File: src/sv/assert_macros.svh
// Assertion helpers; each expects signals named clock and reset in scope.
`ifndef ASSERT_MACROS_SVH
`define ASSERT_MACROS_SVH

// Consequent must hold in the same cycle as the antecedent.
`define ASSERT_IMP(label, ante, cons) \
   label: assert property (@(posedge clock) disable iff (reset) (ante) |-> (cons)) \
      else $error("same-cycle implication failed");

// Consequent must hold in the cycle after the antecedent.
`define ASSERT_NEXT(label, ante, cons) \
   label: assert property (@(posedge clock) disable iff (reset) (ante) |=> (cons)) \
      else $error("next-cycle implication failed");

`endif

File: src/sv/swg_pkg.sv
package swg_pkg;

   localparam int PRICE_W        = 24;
   localparam int OUT_W          = 48;
   localparam int SUM_W          = 56;
   localparam int PERIOD_W       = 7;
   localparam int MAX_PERIOD_DEF = 64;
   localparam logic [PERIOD_W-1:0] PERIOD_RESET = 7'd6;

   // Shared divider geometry
   localparam int DIV_Q_W   = 64;
   localparam int DIV_D_W   = 30;
   localparam int DIV_CNT_W = 7;
   localparam logic [DIV_CNT_W-1:0] SI_STEPS  = 7'd48;
   localparam logic [DIV_CNT_W-1:0] AVG_STEPS = 7'd56;

   typedef struct packed {
      logic                      start_of_series;
      logic [PRICE_W-1:0]        open_price;
      logic [PRICE_W-1:0]        high_price;
      logic [PRICE_W-1:0]        low_price;
      logic [PRICE_W-1:0]        close_price;
   } req_type;

   typedef struct packed {
      logic signed [OUT_W-1:0]   swing_sum;
      logic signed [OUT_W-1:0]   swing_average;
      logic                      average_valid;
      logic                      zero_range;
      logic                      saturated;
   } rsp_type;

   typedef struct packed {
      logic load_bar;
      logic calc1;
      logic calc2;
      logic mul1;
      logic mul2;
      logic div_si_go;
      logic acc;
      logic sum;
      logic div_avg_go;
      logic out_load;
   } cmd_type;

   typedef struct packed {
      logic start;
      logic zero;
      logic ovf;
      logic div_done;
      logic avg_valid;
   } sts_type;

   function automatic logic [PRICE_W-1:0] abs_diff(input logic [PRICE_W-1:0] p,
                                                   input logic [PRICE_W-1:0] q);
      abs_diff = (p >= q) ? (p - q) : (q - p);
   endfunction

endpackage

File: src/sv/swg_ctrl.sv
module swg_ctrl (
   input  logic              clock,
   input  logic              reset,
   input  logic              req_valid,
   output logic              req_ready,
   output logic              rsp_valid,
   input  logic              rsp_ready,
   input  swg_pkg::sts_type  sts,
   output swg_pkg::cmd_type  cmd
);
   import swg_pkg::*;

   typedef enum logic [3:0] {
      S_IDLE, S_CALC1, S_CALC2, S_MUL1, S_MUL2, S_CHECK, S_DIV_SI,
      S_ACC, S_SUM, S_AVGCHK, S_DIV_AVG, S_OUT
   } state_type;

   state_type state_ff, state_in;
   logic      rsp_valid_ff;
   logic      out_free;

   assign out_free = !rsp_valid_ff || rsp_ready;

   // Decode commands and next state
   always_comb begin
      cmd      = '0;
      state_in = state_ff;
      unique case (state_ff)
         S_IDLE: begin
            if (req_valid) begin
               cmd.load_bar = 1'b1;
               state_in     = S_CALC1;
            end
         end
         S_CALC1: begin
            cmd.calc1 = 1'b1;
            state_in  = S_CALC2;
         end
         S_CALC2: begin
            cmd.calc2 = 1'b1;
            state_in  = S_MUL1;
         end
         S_MUL1: begin
            cmd.mul1 = 1'b1;
            state_in = S_MUL2;
         end
         S_MUL2: begin
            cmd.mul2 = 1'b1;
            state_in = S_CHECK;
         end
         S_CHECK: begin
            if (sts.start || sts.zero || sts.ovf) begin
               state_in = S_ACC;
            end else begin
               cmd.div_si_go = 1'b1;
               state_in      = S_DIV_SI;
            end
         end
         S_DIV_SI: begin
            if (sts.div_done) begin
               state_in = S_ACC;
            end
         end
         S_ACC: begin
            cmd.acc  = 1'b1;
            state_in = S_SUM;
         end
         S_SUM: begin
            cmd.sum  = 1'b1;
            state_in = S_AVGCHK;
         end
         S_AVGCHK: begin
            if (sts.avg_valid) begin
               cmd.div_avg_go = 1'b1;
               state_in       = S_DIV_AVG;
            end else begin
               state_in = S_OUT;
            end
         end
         S_DIV_AVG: begin
            if (sts.div_done) begin
               state_in = S_OUT;
            end
         end
         S_OUT: begin
            if (out_free) begin
               cmd.out_load = 1'b1;
               state_in     = S_IDLE;
            end
         end
         default: state_in = S_IDLE;
      endcase
   end

   // Hold state and the result valid flag
   always_ff @(posedge clock) begin
      if (reset) begin
         state_ff     <= S_IDLE;
         rsp_valid_ff <= 1'b0;
      end else begin
         state_ff <= state_in;
         if (cmd.out_load) begin
            rsp_valid_ff <= 1'b1;
         end else if (rsp_ready) begin
            rsp_valid_ff <= 1'b0;
         end
      end
   end

   assign req_ready = (state_ff == S_IDLE);
   assign rsp_valid = rsp_valid_ff;

   `include "assert_macros.svh"
   `ASSERT_IMP(a_load_only_free, cmd.out_load, !rsp_valid_ff || rsp_ready)
   `ASSERT_NEXT(a_accept_blocks, req_valid && req_ready, !req_ready)
endmodule

File: config.mk
export PLATFORM = sky130hd
export DESIGN_NAME = swg_ctrl
export DESIGN_NICKNAME = d
export VERILOG_FILES = /design/src/sv/swg_pkg.sv /design/src/sv/swg_ctrl.sv
export VERILOG_INCLUDE_DIRS = /design/src /design/src/sv
export SDC_FILE = /design/constraint.sdc
export NUM_CORES = 1
export LEC_CHECK = 0
export ABC_AREA = 1
export BUFFER_PORTS_ARGS = -buffer_cell sky130_fd_sc_hd__buf_2
export CAP_MARGIN = 20
export CORE_AREA = 2 2 39 41
export DETAILED_ROUTE_END_ITERATION = 8
export DIE_AREA = 0 0 41 43
export PLACE_DENSITY = 0.58
export SLEW_MARGIN = 20
export SYNTH_ARGS = -nofsm -noshare
export SYNTH_HDL_FRONTEND = slang
export SYNTH_SLANG_ARGS = --single-unit
export TNS_END_PERCENT = 5
File: constraint.sdc
create_clock -name clock -period 1.2 [get_ports clock]
set_input_delay 0 -clock clock [delete_from_list [all_inputs] [get_ports clock]]
set_output_delay 0 -clock clock [all_outputs]
set_load 0.01 [all_outputs]
==> flow_metrics.py <==
metrics = {
    "yosys": {
        "synthArstFlopShare_pct": 0,
        "yosysTopAreaCellShare_pct": 24.84,
        "synth_enable_flop_cells": 0,
        "synth_area_sq_um": 402.9,
        "yosysMostFrequentCell": "nor2_1",
        "synth_seq_cells": 5,
        "syn_inst": 72,
        "synth_common_cells": "18 x nor2_1, 15 x inv_1, 10 x nand2_1",
        "synth_cell_type_count": 13,
        "synthFlopType": "dfxtp_1",
        "ys_seq_area_share_pct": 24.84,
        "syn-num-nets": 81,
        "yosysWarnings": 0,
        "synth_top_cells_by_area": "dfxtp_1 25%, nor2_1 17%, inv_1 14%",
        "avgSynthCellArea_sq_um": 5.596,
        "yosys.area.top_type": "dfxtp_1",
    },
    "worst_setup_path": {
        "worstPathArrival_ns": 1.16,
        "required_ns": 1.20,
        "end_kind": "output port",
        "cpLargestDelayFamily": "flip-flops",
        "crit_chain": "inv_1 -> nor2_2 -> inv_1 -> nor3_1 -> buf_2",
        "cp_max_fo": 4,
        "start_kind": "register",
        "path_buf_inv": 3,
        "slowest_delay_ns": 0.34,
        "cpMostUsedCell": "inv_1",
        "worst_path_max_delay_cell": "dfxtp_2",
        "crit_type": "reg2out",
    },
    "global_route": {
        "antenna_found_initial": 0,
        "gr-total-overflow": 0,
        "grt_max_degree": 6,
        "track_usage_pct": 12.55,
        "grt_pass1_vias": 407,
        "grt_pass1_wl_microns": 1504,
    },
    "sta": {
        "max_freq_ghz": 0.8656,
        "period_needed_ns": 1.155,
        "fin_tns_setup_ns": 0,
        "slew_viol_final": 0,
        "fin_skew_ns": 0.005521,
        "worst_pin_slew_ns": 0.1775,
        "relSlewSlack_pct": 88.16,
        "hold_viol": 0,
        "fin_crit_sh_pct": 96.27,
        "setup_violations": 0,
        "rsz0062_at_grt": "yes",
    },
    "drt": {
        "ant_nets": 0,
        "vias_per_cell": 4.491,
        "dr_total_vias": 512,
        "drcViolationCount": 0,
        "first_pass_iters": 4,
        "routed_wl_microns": 1020,
        "routedWlPerCell_microns": 8.947,
        "drt_iter0_drc": 8,
    },
    "layout": {
        "fin_nets": 108,
        "n_antenna_cell": 0,
        "drive_gt1_share_pct": 45.92,
        "nFillCells": 156,
        "regArea_sq_um": 105.1,
        "fin_area_sq_um": 591.8,
        "area_delta_synth_final_pct": 46.89,
        "multiInputGateArea_sq_um": 257.7,
        "final_cells": 114,
    },
    "pwr": {
        "p_seq_share_pct": 27.1,
        "internal_power_w": 0.0005237,
        "switching_power_w": 0.0004366,
        "finalPower_w": 0.0009603,
        "sw_frac_of_total_pct": 45.46,
        "power_density_mw_per_mm2": 1623,
        "power_leakage_nw": 0.3615,
        "p_clk_share_pct": 20.3,
        "worst_ir_drop_vdd_v": 0.0006780,
        "pwr-share-comb_pct": 52.5,
    },
    "worst_hold_path": {
        "hold_class": "in2reg",
    },
    "clock_network": {
        "clk_path_buf_depth": 2,
        "clockRootBuffer": "clkbuf_4",
        "clkLatencyLatePin_ns": 0.24,
        "cts_made_buffers": 3,
        "h-tree-depth": 1,
        "clock-sinks": 5,
        "clk_pin_slew_ns": 0.04,
        "cts_tree": "done",
    },
    "place": {
        "hpwlAfterDp_microns": 832.8,
        "place_congestion": 0.8406,
        "portBuffers": 20,
        "dp_cells": 109,
        "placedInstanceArea_sq_um": 530.5,
    },
    "floorplan": {
        "initial_utilization_pct": 29.11,
        "die_area_sq_mm": 0.001763,
        "rows": 14,
        "io-pin-count": 21,
        "die_x_microns": 41,
        "die_h_microns": 43,
        "core_sq_mm": 0.001384,
    },
    "outcome": {
        "status": "complete, no violations",
    },
    "run": {
        "max_cap_violations": 0,
    },
}
-- flip-flops by register name, summed over array words and instances (netlist names) --
signal,flops
state_ff,4
rsp_valid,1
-- metal layers --
metal,track usage (%),part of all wire [%],up-vias
li1,-,-,270
met1,15.43,43,216
met2,19.38,47,24
met3,3.141,9.7,2
met4,6.000,0.78,0
met5,0,0,-
-- logic make-up after synthesis --
group | share of synthesized area [%]
and+or+nand+nor | 54.04
DFF | 24.85
buffers and inverters | 16.15
AOI/OAI and AO/OA | 4.969
-- power groups by stage --
stage / Combinational [W] / Clock (W) / Sequential, W
after CTS: 0.000492 / 0.000204 / 0.000256
after detailed placement: 0.000480 / 0 / 0.000249
final: 0.000504 / 0.000195 / 0.000261
after global placement: 0.000480 / 0 / 0.000250
after floorplan: 0.000342 / 0 / 0.000245
after global routing: 0.000568 / 0.000215 / 0.000266
-- placed cells by master, fill, tap and decap left out --
master | netlist | final
buf_4 | 0 | 1
dfxtp_2 | 0 | 4
nand3_1 | 4 | 4
o21ai_0 | 2 | 2
nor3_1 | 5 | 3
inv_2 | 1 | 1
nor2_2 | 1 | 5
clkbuf_4 | 0 | 3
dfxtp_1 | 5 | 1
nand3_2 | 3 | 3
nor3_2 | 0 | 2
clkbuf_1 | 0 | 1
buf_2 | 0 | 20
nand2_1 | 10 | 10
clkinv_2 | 1 | 1
dlygate4sd3_1 | 0 | 1
a21oi_1 | 2 | 2
nor2_1 | 18 | 14
inv_1 | 15 | 15
nand2_2 | 5 | 5
-- worst register-to-register path, cell delays in order, from the launching register on --
cell	delay [ns]
dfxtp_2	0.37
inv_1	0.06
nand2_2	0.12
nand2_2	0.06
nand2_2	0.08
inv_1	0.04
nor2_1	0.09
nand2_1	0.06
a21oi_1	0.13
-- per-stage QoR --
stage                     hold slack (ns)  worst slack [ns]  util (%)
after CTS                         0.07731           0.02676     41.50
after detailed placement           0.2408            0.1163     38.34
after global routing               0.1026          -0.05876     42.77
after floorplan                   0.06907            0.1319         -
after global placement             0.2345            0.1114     38.34
final                             0.07988           0.04473     42.77
-- final timing paths --
path	from	to	slack [ns]	cells after the start
min	rsp_ready	state_ff[0]	0.08	4
max	state_ff[0]	cmd[4]	0.04	5
min reg2reg	rsp_valid	state_ff[0]	0.60	4
max reg2reg	state_ff[2]	state_ff[0]	0.10	8
-- repair_timing --
action | CTS | global route
endpoints found under the hold margin | 5 | 0
hold buffers | 1 | 0
setup buffers | 0 | 0
setup endpoints to repair | 3 | 6
pin swaps | 0 | 0
resized for setup | 4 | 6
-- cell type report --
type	instances	area share [%]
Clock buffer	4	4.440
Inverter	17	10.99
Multi-Input combinational cell	50	43.55
Sequential cell	5	17.76
Tap cell	16	3.383
Timing Repair Buffer	22	19.87
Note: power is estimated with default switching activity, not from simulation.
